**config.mk**
```make
export PLATFORM = sky130hd
export DESIGN_NAME = vector_unit_command_stream_parser_unit_flat
export DESIGN_NICKNAME = d
export VERILOG_FILES = /design/src/design/vucsp_pkg.sv /design/src/design/vucsp_if.sv /design/src/design/vector_unit_command_stream_parser_unit.sv /design/src/design/vucsp_decode.sv /design/src/design/vucsp_out_stage.sv /design/src/flat_wrapper.sv
export SDC_FILE = /design/constraint.sdc
export NUM_CORES = 1
export LEC_CHECK = 0
export ABC_CLOCK_PERIOD_IN_PS = 5900
export BUFFER_PORTS_ARGS = -buffer_cell sky130_fd_sc_hd__buf_2
export CAP_MARGIN = 20
export CORE_ASPECT_RATIO = 1.1
export CORE_MARGIN = 3
export CORE_UTILIZATION = 35
export CTS_BUF_LIST = sky130_fd_sc_hd__clkbuf_2 sky130_fd_sc_hd__clkbuf_4 sky130_fd_sc_hd__clkbuf_8
export DETAILED_ROUTE_END_ITERATION = 6
export PLACE_DENSITY = 0.6
export REMOVE_ABC_BUFFERS = 1
export SETUP_SLACK_MARGIN = 0.2
export SKIP_CTS_REPAIR_TIMING = 1
export SKIP_LAST_GASP = 1
export SYNTH_ARGS = -nofsm -noshare
export SYNTH_HDL_FRONTEND = slang
export SYNTH_SLANG_ARGS = --single-unit
```
**constraint.sdc**
```tcl
create_clock -name clk -period 5.9 [get_ports clk]
set_clock_uncertainty 0.1 [all_clocks]
set_input_delay 0.295 -clock clk [delete_from_list [all_inputs] [get_ports clk]]
set_output_delay 0.295 -clock clk [all_outputs]
set_load 0.05 [all_outputs]
```
**src/design/vucsp_pkg.sv**
```systemverilog
// ----------------------------------------------------------------------------
// vucsp_pkg
// Shared types, command codes and the unpack format table for the vector
// unit command stream parser.
// ----------------------------------------------------------------------------
package vucsp_pkg;

    // command codes, bits 30:24 of a command word
    localparam logic [6:0] CMD_FIELD_MASK = 7'h7F;
    localparam logic [6:0] CMD_MSCAL      = 7'h14;
    localparam logic [6:0] CMD_MSCALF     = 7'h15;
    localparam logic [6:0] CMD_MSCNT      = 7'h17;
    localparam logic [6:0] CMD_STMASK     = 7'h20;
    localparam logic [6:0] CMD_STROW      = 7'h30;
    localparam logic [6:0] CMD_STCOL      = 7'h31;
    localparam logic [6:0] CMD_DIRECT     = 7'h50;
    localparam logic [6:0] CMD_DIRECTHL   = 7'h51;
    localparam logic [6:0] CMD_UNPACK_LO  = 7'h60;
    localparam logic [6:0] CMD_UNPACK_HI  = 7'h7F;

    // unpack format that is stored to data memory (V4-32)
    localparam logic [3:0] FMT_V4_32 = 4'h0C;

    // register payload lengths in words
    localparam logic [17:0] MASK_WORDS = 18'd1;
    localparam logic [17:0] ROWCOL_WORDS = 18'd4;

    // result action codes
    typedef enum logic [2:0] {
        ACT_CONSUMED = 3'd0,
        ACT_VU_START = 3'd1,
        ACT_VU_CONT  = 3'd2,
        ACT_DIRECT   = 3'd3,
        ACT_WRITE    = 3'd4,
        ACT_DISCARD  = 3'd5
    } action_t;

    // parser state, one-hot
    typedef enum logic [4:0] {
        MODE_CMD    = 5'b00001,
        MODE_SKIP   = 5'b00010,
        MODE_DIRECT = 5'b00100,
        MODE_UNPACK = 5'b01000,
        MODE_DROP   = 5'b10000
    } mode_t;

    // one result word
    typedef struct packed {
        action_t     action;
        logic [18:0] vu_start_addr;
        logic [31:0] data_word;
        logic [13:0] mem_byte_addr;
        logic        direct_last;
    } result_t;

    // command decode outcome, applied by the parser state
    typedef struct packed {
        action_t     action;
        logic [18:0] start_addr;
        mode_t       mode;
        logic        load_count;
        logic [17:0] count;
        logic        load_unpack;
        logic [13:0] unpack_addr;
        logic        store_en;
    } decode_t;

    // bytes per vector for each unpack format
    function automatic logic [4:0] unpack_bytes(input logic [3:0] fmt);
        logic [4:0] bytes;
        case (fmt)
            4'h0:    bytes = 5'd16;
            4'h1:    bytes = 5'd16;
            4'h2:    bytes = 5'd16;
            4'h3:    bytes = 5'd16;
            4'h4:    bytes = 5'd8;
            4'h5:    bytes = 5'd4;
            4'h6:    bytes = 5'd2;
            4'h7:    bytes = 5'd16;
            4'h8:    bytes = 5'd12;
            4'h9:    bytes = 5'd6;
            4'hA:    bytes = 5'd3;
            4'hB:    bytes = 5'd16;
            4'hC:    bytes = 5'd16;
            4'hD:    bytes = 5'd8;
            4'hE:    bytes = 5'd4;
            default: bytes = 5'd2;
        endcase
        return bytes;
    endfunction

endpackage

```
**src/design/vucsp_if.sv**
```systemverilog
// ----------------------------------------------------------------------------
// vucsp interfaces
// Valid/ready channels for packet words in and parser results out.
// ----------------------------------------------------------------------------
interface vucsp_in_if import vucsp_pkg::*; ();
    logic        valid;
    logic        ready;
    logic [31:0] command_word;
    logic [17:0] words_left;

    modport source (output valid, output command_word, output words_left, input ready);
    modport sink (input valid, input command_word, input words_left, output ready);
endinterface

interface vucsp_out_if import vucsp_pkg::*; ();
    logic        valid;
    logic        ready;
    action_t     action;
    logic [18:0] vu_start_addr;
    logic [31:0] data_word;
    logic [13:0] mem_byte_addr;
    logic        direct_last;

    modport source (
        output valid, output action, output vu_start_addr, output data_word,
        output mem_byte_addr, output direct_last, input ready
    );
    modport sink (
        input valid, input action, input vu_start_addr, input data_word,
        input mem_byte_addr, input direct_last, output ready
    );
endinterface

```
**src/design/vector_unit_command_stream_parser_unit.sv**
```systemverilog
// ----------------------------------------------------------------------------
// vector_unit_command_stream_parser_unit
// Parses a DMA packet word by word into vector unit start, direct and
// unpack-write results.
// ----------------------------------------------------------------------------
// Takes one packet word per cycle and gives exactly one result word for each
// word taken, in order. A word is held in an input register, decoded
// combinationally and applied to the parser state, and its result is registered:
// a word passes the input register and then the result register, and the block
// sustains one word per cycle as long as the result side keeps taking words.
// The per-word state update (mode, payload count, unpack address) is the
// loop that sets this rate. The packet word with words_left of
// one (or zero) ends the packet and returns the parser to command decoding.
// ----------------------------------------------------------------------------
module vector_unit_command_stream_parser_unit import vucsp_pkg::*; #(
    parameter int unsigned VU_DATA_BYTES = 16384
) (
    input  logic        clk,
    input  logic        rst_n,
    vucsp_in_if.sink    packet,
    vucsp_out_if.source result
);

    logic        in_valid_reg;
    logic [31:0] in_word_reg;
    logic [17:0] in_left_reg;

    mode_t       mode_reg;
    mode_t       mode_next;
    logic [17:0] cnt_reg;
    logic [17:0] cnt_next;
    logic [13:0] waddr_reg;
    logic [13:0] waddr_next;
    logic        store_reg;
    logic        store_next;

    decode_t     dec;
    result_t     res;
    logic        out_free;
    logic        advance;
    logic        pkt_end;

    // handshake between the input register and the result register
    assign advance      = in_valid_reg && out_free;
    assign packet.ready = !in_valid_reg || advance;
    assign pkt_end      = (in_left_reg <= 18'd1);

    // input register
    always_ff @(posedge clk or negedge rst_n)
    begin
        if (!rst_n)
        begin
            in_valid_reg <= 1'b0;
        end
        else if (packet.ready)
        begin
            in_valid_reg <= packet.valid;
        end
    end

    always_ff @(posedge clk)
    begin
        if (packet.valid && packet.ready)
        begin
            in_word_reg <= packet.command_word;
            in_left_reg <= packet.words_left;
        end
    end

    // command decoder
    vucsp_decode #(
        .VU_DATA_BYTES (VU_DATA_BYTES)
    ) u_decode (
        .word       (in_word_reg),
        .words_left (in_left_reg),
        .dec        (dec)
    );

    // per-word parser step
    always_comb
    begin
        mode_next  = mode_reg;
        cnt_next   = cnt_reg;
        waddr_next = waddr_reg;
        store_next = store_reg;
        res        = '0;
        res.action = ACT_CONSUMED;
        unique case (mode_reg)
            MODE_SKIP:
            begin
                cnt_next = cnt_reg - 18'd1;
                if (cnt_reg == 18'd1)
                begin
                    mode_next = MODE_CMD;
                end
            end
            MODE_DIRECT:
            begin
                res.action    = ACT_DIRECT;
                res.data_word = in_word_reg;
                cnt_next      = cnt_reg - 18'd1;
                if (cnt_reg == 18'd1)
                begin
                    res.direct_last = 1'b1;
                    mode_next       = MODE_CMD;
                end
            end
            MODE_UNPACK:
            begin
                if (store_reg)
                begin
                    res.action        = ACT_WRITE;
                    res.data_word     = in_word_reg;
                    res.mem_byte_addr = waddr_reg;
                    waddr_next        = waddr_reg + 14'd4;
                end
                else
                begin
                    res.action = ACT_DISCARD;
                end
                cnt_next = cnt_reg - 18'd1;
                if (cnt_reg == 18'd1)
                begin
                    mode_next = MODE_CMD;
                end
            end
            MODE_DROP:
            begin
                res.action = ACT_DISCARD;
            end
            MODE_CMD:
            begin
                res.action        = dec.action;
                res.vu_start_addr = dec.start_addr;
                mode_next         = dec.mode;
                if (dec.load_count)
                begin
                    cnt_next = dec.count;
                end
                if (dec.load_unpack)
                begin
                    waddr_next = dec.unpack_addr;
                    store_next = dec.store_en;
                end
            end
            default:
            begin
                mode_next = MODE_CMD;
            end
        endcase
        // end of packet forgets anything still owed
        if (pkt_end)
        begin
            mode_next  = MODE_CMD;
            cnt_next   = 18'd0;
            store_next = 1'b0;
        end
    end

    // parser state
    always_ff @(posedge clk or negedge rst_n)
    begin
        if (!rst_n)
        begin
            mode_reg  <= MODE_CMD;
            cnt_reg   <= 18'd0;
            waddr_reg <= 14'd0;
            store_reg <= 1'b0;
        end
        else if (advance)
        begin
            mode_reg  <= mode_next;
            cnt_reg   <= cnt_next;
            waddr_reg <= waddr_next;
            store_reg <= store_next;
        end
    end

    // result register
    vucsp_out_stage u_out_stage (
        .clk      (clk),
        .rst_n    (rst_n),
        .load     (advance),
        .res_in   (res),
        .can_load (out_free),
        .result   (result)
    );

    // payload modes always owe at least one word
    assert property (@(posedge clk) disable iff (!rst_n)
        (mode_reg == MODE_SKIP || mode_reg == MODE_DIRECT || mode_reg == MODE_UNPACK)
        |-> cnt_reg != 18'd0)
    else $error("payload mode with zero count");

    // a packet-ending word returns the parser to command decoding
    assert property (@(posedge clk) disable iff (!rst_n)
        (advance && pkt_end) |=> (mode_reg == MODE_CMD && !store_reg))
    else $error("parser state survived end of packet");

    // last marker only on direct words
    assert property (@(posedge clk) disable iff (!rst_n)
        (result.valid && result.direct_last) |-> result.action == ACT_DIRECT)
    else $error("direct_last on non-direct result");

    // unpack writes are word aligned
    assert property (@(posedge clk) disable iff (!rst_n)
        (result.valid && result.action == ACT_WRITE) |-> result.mem_byte_addr[1:0] == 2'b00)
    else $error("unaligned unpack write address");

endmodule

```
**src/design/vucsp_decode.sv**
```systemverilog
// ----------------------------------------------------------------------------
// vucsp_decode
// Command word decoder: works out the action, the next parser mode, the
// payload length and the unpack write address of one command word.
// ----------------------------------------------------------------------------
module vucsp_decode import vucsp_pkg::*; #(
    parameter int unsigned VU_DATA_BYTES = 16384
) (
    input  logic [31:0] word,
    input  logic [17:0] words_left,
    output decode_t     dec
);

    localparam logic [20:0] MEM_LIMIT = 21'(VU_DATA_BYTES);

    logic [6:0]  cmd;
    logic [15:0] imm;
    logic [7:0]  num;
    logic [3:0]  fmt;
    logic [17:0] avail;
    logic [17:0] direct_cnt;
    logic [17:0] reg_cnt;
    logic [12:0] unpack_bytes_total;
    logic [10:0] unpack_cnt;
    logic [19:0] dst;
    logic [20:0] bound;

    // field extraction and payload sizing
    always_comb
    begin
        cmd                = word[30:24] & CMD_FIELD_MASK;
        imm                = word[15:0];
        num                = word[23:16];
        fmt                = cmd[3:0];
        avail              = (words_left == 18'd0) ? 18'd0 : words_left - 18'd1;
        direct_cnt         = {imm, 2'b00};
        reg_cnt            = (cmd == CMD_STMASK) ? MASK_WORDS : ROWCOL_WORDS;
        unpack_bytes_total = 13'(num) * 13'(unpack_bytes(fmt));
        unpack_cnt         = 11'((unpack_bytes_total + 13'd3) >> 2);
        dst                = {imm, 4'b0000};
        bound              = 21'(dst) + 21'({num, 4'b0000});
    end

    // command decode
    always_comb
    begin
        dec        = '0;
        dec.action = ACT_CONSUMED;
        dec.mode   = MODE_CMD;
        unique case (cmd) inside
            CMD_MSCAL, CMD_MSCALF:
            begin
                dec.action     = ACT_VU_START;
                dec.start_addr = {imm, 3'b000};
            end
            CMD_MSCNT:
            begin
                dec.action = ACT_VU_CONT;
            end
            CMD_STMASK, CMD_STROW, CMD_STCOL:
            begin
                if (reg_cnt <= avail)
                begin
                    dec.mode       = MODE_SKIP;
                    dec.load_count = 1'b1;
                    dec.count      = reg_cnt;
                end
            end
            CMD_DIRECT, CMD_DIRECTHL:
            begin
                if (direct_cnt > avail)
                begin
                    dec.mode = MODE_DROP;
                end
                else if (direct_cnt != 18'd0)
                begin
                    dec.mode       = MODE_DIRECT;
                    dec.load_count = 1'b1;
                    dec.count      = direct_cnt;
                end
            end
            [CMD_UNPACK_LO:CMD_UNPACK_HI]:
            begin
                if (unpack_cnt != 11'd0)
                begin
                    dec.mode        = MODE_UNPACK;
                    dec.load_count  = 1'b1;
                    dec.count       = 18'(unpack_cnt);
                    dec.load_unpack = 1'b1;
                    dec.unpack_addr = dst[13:0];
                    dec.store_en    = (18'(unpack_cnt) <= avail) && (fmt == FMT_V4_32)
                                      && (bound <= MEM_LIMIT);
                end
            end
            default:
            begin
                dec.action = ACT_CONSUMED;
            end
        endcase
    end

endmodule

```
**src/design/vucsp_out_stage.sv**
```systemverilog
// ----------------------------------------------------------------------------
// vucsp_out_stage
// Result register: holds one finished result word until the sink takes it.
// ----------------------------------------------------------------------------
module vucsp_out_stage import vucsp_pkg::*; (
    input  logic             clk,
    input  logic             rst_n,
    input  logic             load,
    input  result_t          res_in,
    output logic             can_load,
    vucsp_out_if.source      result
);

    logic    valid_reg;
    result_t res_reg;

    // free when empty or when the held word leaves this cycle
    assign can_load = !valid_reg || result.ready;

    // valid flag
    always_ff @(posedge clk or negedge rst_n)
    begin
        if (!rst_n)
        begin
            valid_reg <= 1'b0;
        end
        else if (can_load)
        begin
            valid_reg <= load;
        end
    end

    // payload
    always_ff @(posedge clk)
    begin
        if (load && can_load)
        begin
            res_reg <= res_in;
        end
    end

    assign result.valid         = valid_reg;
    assign result.action        = res_reg.action;
    assign result.vu_start_addr = res_reg.vu_start_addr;
    assign result.data_word     = res_reg.data_word;
    assign result.mem_byte_addr = res_reg.mem_byte_addr;
    assign result.direct_last   = res_reg.direct_last;

endmodule
```
**src/flat_wrapper.sv**
```systemverilog
// flat-port wrapper written by rule: the top's interface ports become plain ports
module vector_unit_command_stream_parser_unit_flat import vucsp_pkg::*;
#(
    parameter int unsigned VU_DATA_BYTES = 16384
)
  (clk, rst_n, packet_valid, packet_command_word, packet_words_left, packet_ready, result_valid, result_action, result_vu_start_addr, result_data_word, result_mem_byte_addr, result_direct_last, result_ready);
  vucsp_in_if packet_i ();
  vucsp_out_if result_i ();
  input  logic clk;
  input  logic rst_n;
  input wire logic [$bits(packet_i.valid)-1:0] packet_valid;
  input wire logic [$bits(packet_i.command_word)-1:0] packet_command_word;
  input wire logic [$bits(packet_i.words_left)-1:0] packet_words_left;
  output wire logic [$bits(packet_i.ready)-1:0] packet_ready;
  output wire logic [$bits(result_i.valid)-1:0] result_valid;
  output wire logic [$bits(result_i.action)-1:0] result_action;
  output wire logic [$bits(result_i.vu_start_addr)-1:0] result_vu_start_addr;
  output wire logic [$bits(result_i.data_word)-1:0] result_data_word;
  output wire logic [$bits(result_i.mem_byte_addr)-1:0] result_mem_byte_addr;
  output wire logic [$bits(result_i.direct_last)-1:0] result_direct_last;
  input wire logic [$bits(result_i.ready)-1:0] result_ready;
  assign packet_i.valid = packet_valid;
  assign packet_i.command_word = packet_command_word;
  assign packet_i.words_left = packet_words_left;
  assign packet_ready = packet_i.ready;
  assign result_valid = result_i.valid;
  assign result_action = result_i.action;
  assign result_vu_start_addr = result_i.vu_start_addr;
  assign result_data_word = result_i.data_word;
  assign result_mem_byte_addr = result_i.mem_byte_addr;
  assign result_direct_last = result_i.direct_last;
  assign result_i.ready = result_ready;
  vector_unit_command_stream_parser_unit #(.VU_DATA_BYTES(VU_DATA_BYTES)) u_core (.clk(clk), .rst_n(rst_n), .packet(packet_i), .result(result_i));
endmodule
```
Word level (Yosys, flattened, before mapping)
Memories as Yosys holds them, arrays and structs flattened. A register that Yosys moved wholly into a read port is not among the register bits.
Index checks and enable logic that the tools add are counted.
{"block": "word_totals", "mem_count": 1, "inputBits": 54, "wordCells": 103, "regBits": 159, "output_inout_bits": 71, "mem_bits_ro": 80}
{"block": "op_classes", "n_addsub": 5, "mux": 28, "multipliers": 1, "magnitude_cmp": 7, "reduce_logical": 27, "n_eq_ne": 20}
{"name": "(no name shown)", "words": 16, "width": 5, "read_ports": 1, "rd_clocked_by_memory_dff": 1, "write_ports": 0, "line_no": "vucsp_pkg.sv:71", "rtl": "case (fmt)"}
{"op": "case mux 24 bit (3 select lines)", "n": 1}
{"op": "case mux 32 bit (2 select lines)", "n": 1}
{"op": "two-way mux 18 bit", "n": 3}
{"op": "two-way mux 46 bit", "n": 1}
{"op": "two-way mux 39 bit", "n": 1}
{"op": "case mux 18 bit (2 select lines)", "n": 1}
{"op": "subtractor 18 x 1 -> 18 bit, second input constant", "n": 2}
{"op": "two-way mux 14 bit", "n": 2}
{"op": "case mux 14 bit (2 select lines)", "n": 1}
{"op": "two-way mux 22 bit", "n": 1}
{"op": "adder 20 x 12 -> 21 bit", "n": 1}
{"op": "== test 7 x 5 -> 1 bit, second input constant", "n": 3}
{"op": "== test 7 x 6 -> 1 bit, second input constant", "n": 3}
{"op": "less-or-equal comparator 21 x 15 -> 1 bit, second input constant", "n": 1}
{"op": "two-way mux 21 bit", "n": 1}
{"op": "two-way mux 19 bit", "n": 1}
{"op": "== test 18 x 1 -> 1 bit, second input constant", "n": 1}
{"op": "> comparator 18 bit", "n": 1}
{"op": "less-or-equal comparator 11 x 18 -> 1 bit", "n": 1}
{"op": "less-or-equal comparator 18 x 1 -> 1 bit, second input constant", "n": 1}
{"op": "less-or-equal comparator 3 x 18 -> 1 bit", "n": 1}
{"op": "zero test 18 bit", "n": 1}
{"op": "nonzero test 18 bit", "n": 1}
{"op": "two-way mux 16 bit", "n": 1}
{"op": "other kinds (32)", "n": 56}

Longest topological paths before layout
{"block": "depth", "word_depth": 10, "depth_mapped": 22, "mapped_depth_nobuf": 22}

Cells and area by module
From an unflattened synthesis, not the netlist that was laid out.
{"block": "hier_totals", "cells_unflattened": 1011, "area_unflattened_um2": 10443.8}
{"mod": "vector_unit_command_stream_parser_unit", "area_per_inst_um2": 4645.7, "seq_area_each_um2": 2478.6, "instances": 1, "cells_each": 445}
{"mod": "vucsp_decode", "area_per_inst_um2": 3672.3, "seq_area_each_um2": 0.0, "instances": 1, "cells_each": 493}
{"mod": "vucsp_out_stage", "area_per_inst_um2": 2125.8, "seq_area_each_um2": 2097.0, "instances": 1, "cells_each": 73}

Worst setup path before layout
No wires, ideal clock.
{"block": "synth_path", "path_type": "register to register", "start": "register u_core.in_word_reg[17]", "end": "register u_core.store_reg", "path_buffers": 0, "setup_ns": 0.095, "arrival_ns": 4.801, "slack_ns": 0.904, "synth_period_minus_slack_ns": 4.996, "stages_incl_launch_ff": 22, "path_cell_list": "edfxtp_1 and2_1 fa_1 fa_1 inv_1 fa_1 inv_1 ha_1 o21ai_0 o211ai_1 a2111oi_0 or3b_2 ha_1 nand4_1 nor2_1 o21ai_0 o2111ai_1 o211ai_1 o21ai_0 nor4_1 o2111ai_1 o31ai_1"}
{"block": "synth_between", "elab_chain_cells": 10, "elab_cells_between_ends": 15, "classes_between": "add/sub: 2; mul: 1; order compare: 2; mux: 5; reduce/logical: 5"}
{"item": "from (decl)", "line_no": "vector_unit_command_stream_parser_unit.sv:25", "rtl": "logic [31:0] in_word_reg;"}
{"item": "from (signal assigned)", "line_no": "vector_unit_command_stream_parser_unit.sv:65", "rtl": "in_word_reg <= packet.command_word;"}
{"item": "multiplier 8 x 5 -> 13 bit", "line_no": "vucsp_decode.sv:38", "rtl": "unpack_bytes_total = 13'(num) * 13'(unpack_bytes(fmt));"}
{"item": "adder 13 x 2 -> 13 bit", "line_no": "vucsp_decode.sv:39", "rtl": "unpack_cnt = 11'((unpack_bytes_total + 13'd3) >> 2);"}
{"item": "less-or-equal comparator 11 x 18 -> 1 bit", "line_no": "vucsp_decode.sv:91", "rtl": "dec.store_en = (18'(unpack_cnt) <= avail) && (fmt == FMT_V4_32)"}
{"item": "logical AND 1 bit", "line_no": "vucsp_decode.sv:91"}
{"item": "logical AND 1 bit", "line_no": "vucsp_decode.sv:92", "rtl": "&& (bound <= MEM_LIMIT);"}
{"item": "two-way mux 39 bit (*)", "line_no": "vucsp_decode.sv:84", "rtl": "if (unpack_cnt != 11'd0)"}
{"item": "two-way mux 16 bit (*)", "line_no": "vucsp_decode.sv:50", "rtl": "unique case (cmd) inside"}
{"item": "two-way mux 1 bit", "line_no": "vector_unit_command_stream_parser_unit.sv:140", "rtl": "if (dec.load_unpack)"}
{"item": "two-way mux 1 bit", "line_no": "vector_unit_command_stream_parser_unit.sv:88", "rtl": "unique case (mode_reg)"}
{"item": "two-way mux 1 bit", "line_no": "vector_unit_command_stream_parser_unit.sv:152", "rtl": "if (pkt_end)"}
{"item": "to (signal assigned)", "line_no": "vector_unit_command_stream_parser_unit.sv:175", "rtl": "store_reg <= store_next;"}
{"item": "to (decl)", "line_no": "vector_unit_command_stream_parser_unit.sv:34", "rtl": "logic store_reg;"}
Every way passes the cells marked *; elsewhere a longest branch is shown, timed or not. The select of a mux whose other input is x is not followed.
A chain may end at the register's enable or synchronous reset.

Worst setup path after layout
{"block": "layout_path", "start": "register u_core.in_word_reg[18]", "end": "register u_core.store_reg"}
The elaborated chain is that of the path after synthesis.

==> results.yml <==
die:
  die-area_sq_mm: 0.0307
  core_area_sq_mm: 0.0280
  die_height_um: 184
  pin_count: 125
  die_w_um: 167
  std_cell_rows: 64
  initial_cell_density_of_the_core_pct: 35.8
global_routing:
  vias_in_the_first_global_route: 7769
  grt_max_degree: 65
  grt_antenna_before_repair: 0
  grt_overflow: 0
  grt_pass1_wl_um: 42700
  grtUsageTotal_pct: 17.4
detailed_routing:
  drt-met1-wl_um: 12400
  drc: 0
  dr.pass1.iters: 5
  topRoutingLayerUsed: "met4"
  drt_first_iter_violations: 665
  wl_met2_um: 13100
  final_antenna_net_count: 0
  met3RoutedLength_um: 1320
  drt_wl_total_um: 27500
  via_count: 8314
  vias_per_cell: 5.39
  routed_wire_length_per_instance_um: 17.8
setup_path:
  setup.worst_path.end_class: "flip-flop"
  critical-path-max-stage-delay_ps: 540
  worst_ep_required_ps: 6160
  worstPathCellList: "and2_1 -> fa_1 -> fa_1 -> inv_1 -> fa_1 -> inv_1 -> ha_1 -> or3_1 -> o211a_1 -> a221oi_4 -> ha_1 -> nor2b_1 -> o21ai_0 -> o2111ai_1 -> o211ai_1 -> o21ai_0 -> nor4_1 -> o2111ai_1 -> o31ai_1"
  start_kind: "flip-flop"
  type_of_the_worst_setup_path: "reg -> reg"
  cp_top_family: "adder cells"
  cp.buffers_inverters: 2
  worst_path_slowest_cell: "sky130_fd_sc_hd__fa_1"
  timing.critical_path.arrival_ps: 5740
  worst-path-max-fanout: 6
  cp_common_cell: "sky130_fd_sc_hd__fa_1"
timing:
  period_minus_slack_ps: 5480
  timing_hold_violations_final: 0
  relSlewSlack_pct: 39.2
  hold-worst-slack_ps: 24.9
  setup-tns-final_ps: 0
  worst_pin_slew_ps: 911
  fmaxAchievable_mhz: 183
  finalSetupViolCount: 0
  fin_crit_sh_pct: 92.9
  grt_setup_unrepaired: "no"
  layout_setup_ws_ps: 421
  finalMaxSlewViolations: 0
logic_synthesis:
  synthAdderAreaFrac_pct: 12.2
  avgSynthCellArea_sq_um: 10.1
  synth_compound_gate_area_share_pct: 14.9
  synth.yosys.warnings: 0
  yosys.area_share.xor_xnor_pct: 2.18
  synth-seq-cells: 157
  count_of_mapped_cells_out_of_synthesis: 991
  synth_simple_gate_area_share_pct: 21.1
  async_flop_share_pct: 24.2
  synth_top_family_by_area: "simple AND/OR/NAND/NOR gates"
  synth.area.top_cells: "sky130_fd_sc_hd__edfxtp_1 34%, sky130_fd_sc_hd__dfrtp_1 9.2%, sky130_fd_sc_hd__ha_1 8.4%, sky130_fd_sc_hd__fa_1 3.8%, sky130_fd_sc_hd__and2_1 3.2%"
  synth.largest_area_cell: "sky130_fd_sc_hd__edfxtp_1"
  sequential_to_total_area_share_from_yosys_stat_pct: 44.6
  synth_top_area_share_pct: 34.1
  yosys-mux-area-fraction_pct: 1.35
  ys_types: 73
  synth_enable_flop_cells: 114
  synthesis.area_sq_mm: 0.0100
  yosys_most_used_dff: "sky130_fd_sc_hd__edfxtp_1"
run:
  drv_cap: 0
cells_and_area:
  drive_gt1_share_pct: 17.0
  final_util_pct: 43.2
  net_count_final: 1307
  diodes: 0
  area.growth.synth_to_final_pct: 20.7
placed_design:
  dp_worst_setup_slack_ps: 267
  gp_routability_congestion: 0.894
  placement.io_buffers: 119
  detailed_place_hpwl_um: 20100
clock_tree:
  insertion_delay_ps: 470
  clock_sink_count: 157
  cts-htree-levels: 4
  tritoncts: "built"
  cts_max_path_buffers: 2
  clk_pin_slew_worst_paths_ps: 100
  clock_tree.root_cell: "sky130_fd_sc_hd__clkbuf_8"
  numCtsBuffers: 17
run_status:
  run_status: "completed"
pwr:
  leakage_power_nw: 4.96
  design_power_total_mw: 3.70
  max-vdd-ir-drop_v: 0.000152
  pwr_density_cell_mw_per_mm2: 306
hold_path:
  class_of_the_tightest_hold_or_removal_check: "in -> reg"
## metrics by stage
| stage | area (sq um) | std cells |
|---|---|---|
| final | 12100 | 1543 |
| after global routing | 12100 | 1543 |
| after floorplan | 9870 | 957 |
| after CTS | 11400 | 1480 |
| after detailed placement | 11000 | 1448 |
| after global placement | 11000 | 1447 |
## cell usage after synthesis (all sizes together), types with 10 or more instances
cell    count
a211oi     15
a21oi      51
a22o       14
and2       52
and3       10
buf        17
clkbuf     21
dfrtp      37
edfxtp    114
fa         19
ha         67
inv        50
nand2      78
nand2b     11
nand3      28
nand4      17
nor2       69
nor2b      33
nor3       37
nor4       22
o21ai      50
o22ai      14
o31ai      11
xnor2      14
xor2       11
## final timing paths
| check | start | end | slack (ps) | depth (start not counted) |
|---|---|---|---|---|
| worst min register to register | u_core.in_valid_reg | u_core.u_out_stage.result.valid | 400 | 1 |
| worst min-delay path | result_ready | u_core.u_out_stage.result.valid | 20 | 3 |
| min in group asynchronous | rst_n | u_core.waddr_reg[9] | 410 | 2 |
| max in group asynchronous | rst_n | u_core.store_reg | 4710 | 2 |
| worst max register to register | u_core.in_word_reg[18] | u_core.store_reg | 420 | 19 |
| worst max-delay path | u_core.in_word_reg[18] | u_core.store_reg | 420 | 19 |
## power by group
part	internal (mW)	switching (mW)
Clock	0.406	0.470
Sequential	1.33	0.173
Combinational	0.508	0.808
## final cells by class
type / count / area, sq um
multi-input cells: 750 / 5270
fillers: 2720 / 15900
clock inverters: 14 / 199
clock buffers: 18 / 241
well taps: 363 / 454
repair buffers: 191 / 1280
inverters: 50 / 188
flip-flops and latches: 157 / 4480
## routing by layer
metal | global-route usage (%) | vias to the layer above
li1 | - | 4021
met1 | 23.4 | 4007
met2 | 28.1 | 237
met3 | 3.74 | 49
met4 | 5.66 | 0
met5 | 0 | -
## tightest hold or removal path, delay by kind of cell
| family | cells | cell delay, ps |
|---|---|---|
| buffers and inverters | 1 | 90 |
| and+or+nand+nor | 2 | 180 |
## kinds of logic after synthesis
logic type | after synthesis
AND/OR/NAND/NOR | 397
AO/OA/AOI/OAI | 224
flip-flops | 157
buffers and inverters | 88
adder cells (fa/ha/maj) | 86
XOR/XNOR | 25
multiplexers | 13
other | 1
## cells in the final DEF, fill, tap and decap left out, types with 10 or more instances in the layout
cell | netlist | layout
sky130_fd_sc_hd__buf_2 | 5 | 120
sky130_fd_sc_hd__edfxtp_1 | 114 | 114
sky130_fd_sc_hd__nand2_1 | 78 | 78
sky130_fd_sc_hd__nor2_1 | 69 | 67
sky130_fd_sc_hd__ha_1 | 67 | 66
sky130_fd_sc_hd__and2_1 | 52 | 52
sky130_fd_sc_hd__dlygate4sd3_1 | 0 | 52
sky130_fd_sc_hd__a21oi_1 | 51 | 51
sky130_fd_sc_hd__inv_1 | 50 | 48
sky130_fd_sc_hd__o21ai_0 | 45 | 43
sky130_fd_sc_hd__dfrtp_1 | 37 | 37
sky130_fd_sc_hd__nor3_1 | 35 | 35
sky130_fd_sc_hd__nor2b_1 | 33 | 33
sky130_fd_sc_hd__nand3_1 | 28 | 28
sky130_fd_sc_hd__nor4_1 | 20 | 20
sky130_fd_sc_hd__fa_1 | 19 | 19
sky130_fd_sc_hd__buf_4 | 6 | 18
sky130_fd_sc_hd__nand4_1 | 17 | 17
sky130_fd_sc_hd__clkbuf_8 | 0 | 17
sky130_fd_sc_hd__a22o_1 | 14 | 14
sky130_fd_sc_hd__o22ai_1 | 13 | 13
sky130_fd_sc_hd__xnor2_1 | 14 | 13
sky130_fd_sc_hd__a211oi_1 | 14 | 13
sky130_fd_sc_hd__o31ai_1 | 11 | 11
sky130_fd_sc_hd__xor2_1 | 11 | 11
sky130_fd_sc_hd__nand2b_1 | 11 | 11
sky130_fd_sc_hd__and3_1 | 10 | 10
No activity file was read; power rests on OpenSTA's default activity.
